**src/rtl/bplq_pkg.sv**
```systemverilog
// Package: widths, event codes, register indexes and lane result type for the button qualifier.
`default_nettype none
package bplq_pkg;

    localparam int NUM_BUTTONS = 6;
    localparam int LEVELS_W    = 6;
    localparam int TIME_W      = 32;
    localparam int CFG_W       = 16;
    localparam int COUNT_W     = 17;
    localparam int KIND_W      = 2;
    localparam int IDX_W       = 3;
    localparam int CFG_IDX_W   = 1;
    localparam int SLOTS       = 2 * NUM_BUTTONS;
    localparam int BTN_W       = (NUM_BUTTONS > 1) ? $clog2(NUM_BUTTONS) : 1;
    localparam int S_TDATA_W   = ((LEVELS_W + TIME_W + 7) / 8) * 8;
    localparam int M_TDATA_W   = ((IDX_W + 1 + 7) / 8) * 8;

    localparam logic [KIND_W-1:0] EV_NONE     = 2'd0;
    localparam logic [KIND_W-1:0] EV_PRESS    = 2'd1;
    localparam logic [KIND_W-1:0] EV_LONG     = 2'd2;
    localparam logic [KIND_W-1:0] EV_LONG_REL = 2'd3;

    localparam logic [CFG_IDX_W-1:0] REG_REARM_TIME = 1'b0;
    localparam logic [CFG_IDX_W-1:0] REG_LONG_SCANS = 1'b1;

    localparam logic [CFG_W-1:0] REARM_TIME_RST = 16'd200;
    localparam logic [CFG_W-1:0] LONG_SCANS_RST = 16'd100;

    typedef struct packed {
        logic press;
        logic sec;
        logic sec_long;
        logic rearm;
    } lane_ev_t;

endpackage
`default_nettype wire

```
**src/rtl/bplq_lane.sv**
```systemverilog
// One button lane: arm state, press time, low-scan count and long-press tracking.
`default_nettype none
module bplq_lane
    import bplq_pkg::*;
(
    input  wire logic              aclk,
    input  wire logic              aresetn,
    input  wire logic              scan_accept,
    input  wire logic              level,
    input  wire logic [TIME_W-1:0] time_ms,
    input  wire logic [CFG_W-1:0]  rearm_time_ms,
    input  wire logic [CFG_W-1:0]  long_press_scans,
    output lane_ev_t               ev
);

    logic               armed_reg, armed_next;
    logic               long_active_reg, long_active_next;
    logic [TIME_W-1:0]  press_time_reg, press_time_next;
    logic [COUNT_W-1:0] low_count_reg, low_count_next;
    logic [TIME_W-1:0]  elapsed;
    logic [COUNT_W-1:0] count_inc;
    logic               long_hit;

    always_comb begin
        elapsed   = time_ms - press_time_reg;
        count_inc = low_count_reg + COUNT_W'(1);
        long_hit  = !level && !long_active_reg &&
                    (count_inc > COUNT_W'(long_press_scans));

        ev.rearm    = !armed_reg && level &&
                      (elapsed > TIME_W'(rearm_time_ms));
        ev.press    = armed_reg && !level;
        ev.sec      = long_hit || (level && long_active_reg);
        ev.sec_long = long_hit;

        armed_next      = ev.press ? 1'b0 : (armed_reg | ev.rearm);
        press_time_next = ev.press ? time_ms : press_time_reg;
        if (level) begin
            low_count_next   = '0;
            long_active_next = 1'b0;
        end else if (long_active_reg) begin
            low_count_next   = low_count_reg;
            long_active_next = 1'b1;
        end else begin
            low_count_next   = long_hit ? '0 : count_inc;
            long_active_next = long_hit;
        end
    end

    always_ff @(posedge aclk) begin
        if (!aresetn) begin
            armed_reg       <= 1'b1;
            long_active_reg <= 1'b0;
            press_time_reg  <= '0;
            low_count_reg   <= '0;
        end else if (scan_accept) begin
            armed_reg       <= armed_next;
            long_active_reg <= long_active_next;
            press_time_reg  <= press_time_next;
            low_count_reg   <= low_count_next;
        end
    end

endmodule
`default_nettype wire

```
**src/rtl/bplq_merge.sv**
```systemverilog
// Merge stage: collects scan events, tracks indicator, one beat per cycle unless stalled.
`default_nettype none
module bplq_merge
    import bplq_pkg::*;
(
    input  wire logic              aclk,
    input  wire logic              aresetn,
    input  wire logic              scan_accept,
    output logic                   in_ready,
    input  wire lane_ev_t          lane_ev [NUM_BUTTONS],
    output logic                   m_tvalid,
    input  wire logic              m_tready,
    output logic [M_TDATA_W-1:0]   m_tdata,   // button_index, indicator
    output logic [KIND_W-1:0]      m_tuser,   // event_kind
    output logic                   m_tlast
);

    logic [SLOTS-1:0]       mask_reg, mask_next;
    logic [NUM_BUTTONS-1:0] kind2_reg, kind2_next;
    logic                   none_reg, none_next;
    logic                   ind_reg, ind_next;
    logic                   m_valid_reg, m_valid_next;
    logic [KIND_W-1:0]      m_kind_reg, m_kind_next;
    logic [IDX_W-1:0]       m_idx_reg, m_idx_next;
    logic                   m_ind_reg, m_ind_next;
    logic                   m_last_reg, m_last_next;

    logic [SLOTS-1:0]       new_mask;
    logic [NUM_BUTTONS-1:0] new_kind2;
    logic                   any_press, any_rearm;
    logic [SLOTS-1:0]       pick_onehot, rest;
    logic [BTN_W-1:0]       pick_btn;
    logic                   pick_sec, pick_long;
    logic                   batch_valid, batch_last, out_load, take;

    always_comb begin
        any_press = 1'b0;
        any_rearm = 1'b0;
        for (int i = 0; i < NUM_BUTTONS; i++) begin
            new_mask[2*i]   = lane_ev[i].press;
            new_mask[2*i+1] = lane_ev[i].sec;
            new_kind2[i]    = lane_ev[i].sec_long;
            any_press       = any_press | lane_ev[i].press;
            any_rearm       = any_rearm | lane_ev[i].rearm;
        end

        pick_onehot = mask_reg & (~mask_reg + SLOTS'(1));
        rest        = mask_reg & ~pick_onehot;
        pick_btn    = '0;
        pick_sec    = 1'b0;
        pick_long   = 1'b0;
        for (int j = 0; j < SLOTS; j++) begin
            if (pick_onehot[j]) begin
                pick_btn  = BTN_W'(j / 2);
                pick_sec  = (j % 2) == 1;
                pick_long = kind2_reg[j / 2];
            end
        end

        batch_valid = none_reg | (|mask_reg);
        batch_last  = none_reg | (rest == '0);
        out_load    = !m_valid_reg | m_tready;
        take        = out_load & batch_valid;
        in_ready    = !batch_valid | (take & batch_last);

        mask_next  = mask_reg;
        kind2_next = kind2_reg;
        none_next  = none_reg;
        ind_next   = ind_reg;
        if (take) begin
            mask_next = rest;
            none_next = 1'b0;
        end
        if (scan_accept) begin
            mask_next  = new_mask;
            kind2_next = new_kind2;
            none_next  = (new_mask == '0);
            if (any_press) begin
                ind_next = 1'b1;
            end else if (any_rearm) begin
                ind_next = 1'b0;
            end
        end

        m_valid_next = m_valid_reg;
        m_kind_next  = m_kind_reg;
        m_idx_next   = m_idx_reg;
        m_ind_next   = m_ind_reg;
        m_last_next  = m_last_reg;
        if (out_load) begin
            m_valid_next = batch_valid;
        end
        if (take) begin
            m_ind_next  = ind_reg;
            m_last_next = batch_last;
            if (none_reg) begin
                m_kind_next = EV_NONE;
                m_idx_next  = '0;
            end else begin
                m_idx_next = IDX_W'(pick_btn);
                if (!pick_sec) begin
                    m_kind_next = EV_PRESS;
                end else if (pick_long) begin
                    m_kind_next = EV_LONG;
                end else begin
                    m_kind_next = EV_LONG_REL;
                end
            end
        end
    end

    always_ff @(posedge aclk) begin
        if (!aresetn) begin
            mask_reg    <= '0;
            none_reg    <= 1'b0;
            ind_reg     <= 1'b0;
            m_valid_reg <= 1'b0;
        end else begin
            mask_reg    <= mask_next;
            none_reg    <= none_next;
            ind_reg     <= ind_next;
            m_valid_reg <= m_valid_next;
        end
        kind2_reg  <= kind2_next;
        m_kind_reg <= m_kind_next;
        m_idx_reg  <= m_idx_next;
        m_ind_reg  <= m_ind_next;
        m_last_reg <= m_last_next;
    end

    assign m_tvalid = m_valid_reg;
    assign m_tdata  = M_TDATA_W'({m_ind_reg, m_idx_reg});
    assign m_tuser  = m_kind_reg;
    assign m_tlast  = m_last_reg;

    a_none_alone: assert property (@(posedge aclk) disable iff (!aresetn)
        (m_tvalid && m_tuser == EV_NONE) |-> (m_tlast && m_idx_reg == '0))
        else $error("none beat not alone or carries an index");

    a_none_excl: assert property (@(posedge aclk) disable iff (!aresetn)
        !(none_reg && (|mask_reg)))
        else $error("none marker held alongside pending events");

    a_scan_fills: assert property (@(posedge aclk) disable iff (!aresetn)
        scan_accept |=> (none_reg || (|mask_reg)))
        else $error("accepted scan left no pending beat");

endmodule
`default_nettype wire

```
**src/rtl/button_press_long_press_qualifier.sv**
```systemverilog
// Top level: configuration registers, button lanes and the merge stage.
//
//  channel | direction | handshake          | payload
//  s_      | in        | s_tvalid/s_tready  | s_tdata: levels, time_ms
//  m_      | out       | m_tvalid/m_tready  | m_tdata, m_tuser, m_tlast
//  cfg_    | in        | cfg_valid/cfg_ready| cfg_index, cfg_data
//
// All lanes evaluate an accepted scan together.
// A scan's beats go out in turn; scans of one beat flow at one per cycle unless the output stalls.
// The output register drains pending events one beat per cycle unless stalled, which sets the rate.
// Reset is synchronous; the block is ready as soon as reset is released, with no clearing pass.
// A stalled output holds its beat; the next scan is taken as soon as the pending set empties.
`default_nettype none
module button_press_long_press_qualifier
    import bplq_pkg::*;
(
    input  wire logic                  aclk,
    input  wire logic                  aresetn,
    input  wire logic                  s_tvalid,
    output logic                       s_tready,
    input  wire logic [S_TDATA_W-1:0]  s_tdata,   // levels[5:0], time_ms[37:6]
    output logic                       m_tvalid,
    input  wire logic                  m_tready,
    output logic [M_TDATA_W-1:0]       m_tdata,   // button_index[2:0], indicator[3]
    output logic [KIND_W-1:0]          m_tuser,   // event_kind[1:0]
    output logic                       m_tlast,
    input  wire logic                  cfg_valid,
    output logic                       cfg_ready,
    input  wire logic [CFG_IDX_W-1:0]  cfg_index,
    input  wire logic [CFG_W-1:0]      cfg_data
);

    logic [CFG_W-1:0]       rearm_time_reg, rearm_time_next;
    logic [CFG_W-1:0]       long_scans_reg, long_scans_next;
    logic [LEVELS_W-1:0]    s_levels;
    logic [TIME_W-1:0]      s_time_ms;
    logic [NUM_BUTTONS-1:0] lane_level;
    lane_ev_t               lane_ev [NUM_BUTTONS];
    logic                   scan_accept;

    assign cfg_ready   = 1'b1;
    assign s_levels    = s_tdata[LEVELS_W-1:0];
    assign s_time_ms   = s_tdata[LEVELS_W+TIME_W-1:LEVELS_W];
    assign scan_accept = s_tvalid & s_tready;

    always_comb begin
        rearm_time_next = rearm_time_reg;
        long_scans_next = long_scans_reg;
        if (cfg_valid) begin
            unique case (cfg_index)
                REG_REARM_TIME: rearm_time_next = cfg_data;
                REG_LONG_SCANS: long_scans_next = cfg_data;
                default: ;
            endcase
        end
    end

    always_ff @(posedge aclk) begin
        if (!aresetn) begin
            rearm_time_reg <= REARM_TIME_RST;
            long_scans_reg <= LONG_SCANS_RST;
        end else begin
            rearm_time_reg <= rearm_time_next;
            long_scans_reg <= long_scans_next;
        end
    end

    for (genvar i = 0; i < NUM_BUTTONS; i++) begin : g_lane
        if (i < LEVELS_W) begin : g_in
            assign lane_level[i] = s_levels[i];
        end else begin : g_pad
            assign lane_level[i] = 1'b0;
        end

        bplq_lane u_lane (
            .aclk             (aclk),
            .aresetn          (aresetn),
            .scan_accept      (scan_accept),
            .level            (lane_level[i]),
            .time_ms          (s_time_ms),
            .rearm_time_ms    (rearm_time_reg),
            .long_press_scans (long_scans_reg),
            .ev               (lane_ev[i])
        );
    end

    bplq_merge u_merge (
        .aclk        (aclk),
        .aresetn     (aresetn),
        .scan_accept (scan_accept),
        .in_ready    (s_tready),
        .lane_ev     (lane_ev),
        .m_tvalid    (m_tvalid),
        .m_tready    (m_tready),
        .m_tdata     (m_tdata),
        .m_tuser     (m_tuser),
        .m_tlast     (m_tlast)
    );

endmodule
`default_nettype wire

```
**config.mk**
```make
export PLATFORM = sky130hd
export DESIGN_NAME = button_press_long_press_qualifier
export DESIGN_NICKNAME = d
export VERILOG_FILES = /design/src/rtl/bplq_pkg.sv /design/src/rtl/bplq_lane.sv /design/src/rtl/bplq_merge.sv /design/src/rtl/button_press_long_press_qualifier.sv
export SDC_FILE = /design/constraint.sdc
export NUM_CORES = 2
export LEC_CHECK = 0
export BUFFER_PORTS_ARGS = -buffer_cell sky130_fd_sc_hd__buf_4
export CAP_MARGIN = 10
export CORE_UTILIZATION = 59
export CTS_CLUSTER_SIZE = 24
export DETAILED_ROUTE_END_ITERATION = 10
export GPL_TIMING_DRIVEN = 0
export PLACE_DENSITY = 0.86
export SKIP_CTS_REPAIR_TIMING = 1
export SLEW_MARGIN = 20
export SYNTH_ARGS = -nofsm -noshare
export SYNTH_HDL_FRONTEND = slang
export SYNTH_HIERARCHICAL = 1
export SYNTH_SLANG_ARGS = --single-unit
```
**constraint.sdc**
```tcl
create_clock -name aclk -period 7.65 [get_ports aclk]
set_input_delay 0.765 -clock aclk [delete_from_list [all_inputs] [get_ports aclk]]
set_output_delay 0.765 -clock aclk [all_outputs]
set_load 0.03 [all_outputs]
```
==> results.cfg <==
[routing]
vias = 32700
routed_wl_um = 97600
wl_met3_um = 9630
highest_layer = met5
drcViolationCount = 0
dr.pass1.iters = 6
dr_wl_met2_um = 41700
vias_per_cell = 6.14
m1WireLength_um = 40600
wl_per_cell_um = 18.3
drt_iter0_drc = 3192
ant_nets = 0

[synth]
synthFlopType = dfxtp_1
syn_inst = 4429
synth.avg_cell_area_um2 = 7.47
async_reset_ff_share_pct = 0
synth_edf_count = 13
synth_seq_area_share_pct = 22.5
synth_cell_types = 125
yosysWarnings = 6
synth_area_um2 = 33100
ys_ff_latch = 366

[finish]
nets = 4998
area_delta_synth_final_pct = 9.21
fin_cells = 5329
drive_gt1_share_pct = 7.05
diodes = 0
largest_reg_flops = 192

[global_routing]
grt_pass1_vias = 29900
antenna_found_initial = 2
grt_pass1_wl_um = 155000
grt_max_degree = 42
grt_use_total_pct = 33.6
grt-ovfl-total = 0

[clock_network]
htreeDepth = 2
insertion_delay_ps = 610
cts-root-buf = clkbuf_16
cts.path.max_buffers = 3
cts_tree = yes
cts_buffers = 45
clkSinkCount = 366
clk_pin_slew_ps = 60

[timing]
period_needed_ps = 7140
hold_viol = 0
fmax_ghz = 0.140
clock_skew_ps = 26.5
fin_crit_sh_pct = 93.3
rsz0062_at_grt = no
drv_slew = 0
timing.slew.headroom_pct = 38.6
setup_tns_ps = 0
tightest_slew_ps = 898
setup_viol = 0

[setup_path]
crit_top_cell = or4_1
critPathRequiredTime_ps = 8180
crit_family = simple AND/OR/NAND/NOR gates
cpPeakStageDelay_ps = 660
r2r_end = u_merge/ind_reg
rrSetupSlack_ps = 690
cp_slowest_cell = o31ai_1
critPathKind = input pin to register
cp-start-kind = input pin
arrival_ps = 7670
crit_path_cell_trace = buf_4 -> inv_1 -> ha_1 -> fa_1 -> nor2b_1 -> o2111ai_1 -> a21boi_0 -> o311a_1 -> nor2_1 -> xnor2_1 -> ha_1 -> nand4_1 -> or4_4 -> o31a_1 -> or4_1 -> or4_1 -> nor4_1 -> nand4b_1 -> and3_1 -> or4_1 -> o31ai_1 -> a22oi_1 -> nor2b_1
crit_buf_inv = 2
r2r_cells = 21
worst-path-max-fanout = 12
r2r-start = g_lane[3].u_lane/press_time_reg[0]
cp-end-kind = register

[job]
maxCapViolations = 0

[floorplanning]
dieArea_um2 = 57000
ioPinCount = 76
core_um2 = 55300
fp.dieW_um = 239
start_util_pct = 59.8
rows = 86
dieHeight_um = 239

[worst_hold_path]
hold_path.class = input pin to register
hold-path-cell-count = 2
min_from = s_tdata[5]
min_to = g_lane[5].u_lane/long_active_reg

[placed_design]
dp_hpwl_um = 71700
numPortBuffers = 67
place_congestion = 0.988
dpl.cell_count = 5247

[power_and_ir_drop]
leakage_nw = 15.0
ir_worst_vdd_v = 0.000148
power.density_nw_per_um2 = 182

[outcome]
status = completed
[metrics by stage]
| stage | utilization (%) | setup slack [ps] | total power, mW | hold WS [ps] | instance area (um2) |
|---|---|---|---|---|---|
| 2_1_floorplan | - | 1950 | 3.66 | 409 | 33100 |
| 3_3_place_gp | 62.5 | 195 | 4.16 | 441 | 34500 |
| 3_5_place_dp | 62.5 | 141 | 4.22 | 446 | 34500 |
| 4_1_cts | 65.3 | 749 | 6.54 | 399 | 36100 |
| 5_1_grt | 65.3 | 433 | 6.91 | 423 | 36100 |
| 6_report | 65.3 | 512 | 6.58 | 420 | 36100 |
[worst reg2reg max path, delay by kind of cell, from the launching register on]
family | cells | cell delay [ps]
adders and majority gates | 3 | 930
DFF | 1 | 320
xor gates and xnor gates | 1 | 130
and+or+nand+nor | 11 | 3530
AOI/OAI and AO/OA | 6 | 1980
[cells in the final DEF, fill, tap and decap left out, types with 73 or more instances in the layout]
master and count:
dfxtp_1 353, a21boi_0 142, nor2_1 227, ha_1 384
buf_4 86, nand4_1 95, clkbuf_1 120, xnor2_1 126
a21o_1 120, xor2_1 79, nor3_1 73, inv_1 467
a21oi_1 323, nand2_1 720, nand3_1 123, o21ai_0 182
[routing by layer]
layer / track usage (%) / vias up
met5: 0 / -
met2: 52.1 / 1450
met1: 44.0 / 15100
met4: 18.0 / 2
li1: - / 15800
met3: 6.61 / 330
[cell families (layout without fill, tap and decap cells)]
logic type	after synthesis	in the layout	share of synthesized area [%]
fa+ha+maj	390	390	14.9
buf+inv	658	807	8.30
flops	366	366	22.5
other cells	2	5	0.0227
mux	41	41	1.26
compound gates	1214	1214	25.3
simple gates	1553	1553	22.3
xor+xnor	205	205	5.43
[final cells by class]
cell class / count / area [um2]
Buffer: 189 / 986
Clock buffer: 62 / 1340
Clock inverter: 20 / 255
Fill cell: 4701 / 19200
Inverter: 469 / 1760
Multi-Input combinational cell: 3408 / 22900
Sequential cell: 366 / 7460
Tap cell: 748 / 936
Timing Repair Buffer: 67 / 503
[power breakdown]
part	leakage [nW]	internal [mW]	total, mW	switching (mW)
registers	3.00	2.01	2.10	0.0866
logic	11.3	0.826	2.15	1.32
clock network	0.772	1.40	2.33	0.927
total	15.0	4.24	6.58	2.34
[worst max-delay path by stage]
stage / from / end / slack [ps] / depth (start not counted)
2_1_floorplan: s_tdata[10] / u_merge/ind_reg / 1950 / 22
3_3_place_gp: s_tdata[6] / u_merge/ind_reg / 190 / 23
3_5_place_dp: s_tdata[6] / u_merge/ind_reg / 140 / 23
4_1_cts: s_tdata[6] / u_merge/ind_reg / 750 / 23
5_1_grt: s_tdata[6] / u_merge/ind_reg / 430 / 23
6_report: s_tdata[6] / u_merge/ind_reg / 510 / 23
[synthesized netlist by cell type (38+ instances only)]
library cell | instances | area, um2
a21oi_1 | 323 | 1620
nand2b_1 | 47 | 294
nor2_1 | 227 | 852
a211oi_1 | 41 | 308
xor2_1 | 79 | 692
a21boi_0 | 142 | 1070
inv_1 | 467 | 1750
nand3_1 | 123 | 616
xnor2_1 | 126 | 1100
ha_1 | 384 | 4800
and3_1 | 38 | 238
nand4_1 | 95 | 594
nor3_1 | 73 | 365
dfxtp_1 | 353 | 7070
clkbuf_1 | 116 | 435
a21o_1 | 120 | 901
nand2_1 | 720 | 2700
o21ai_0 | 182 | 911
Power figures use the tool's default switching activity.
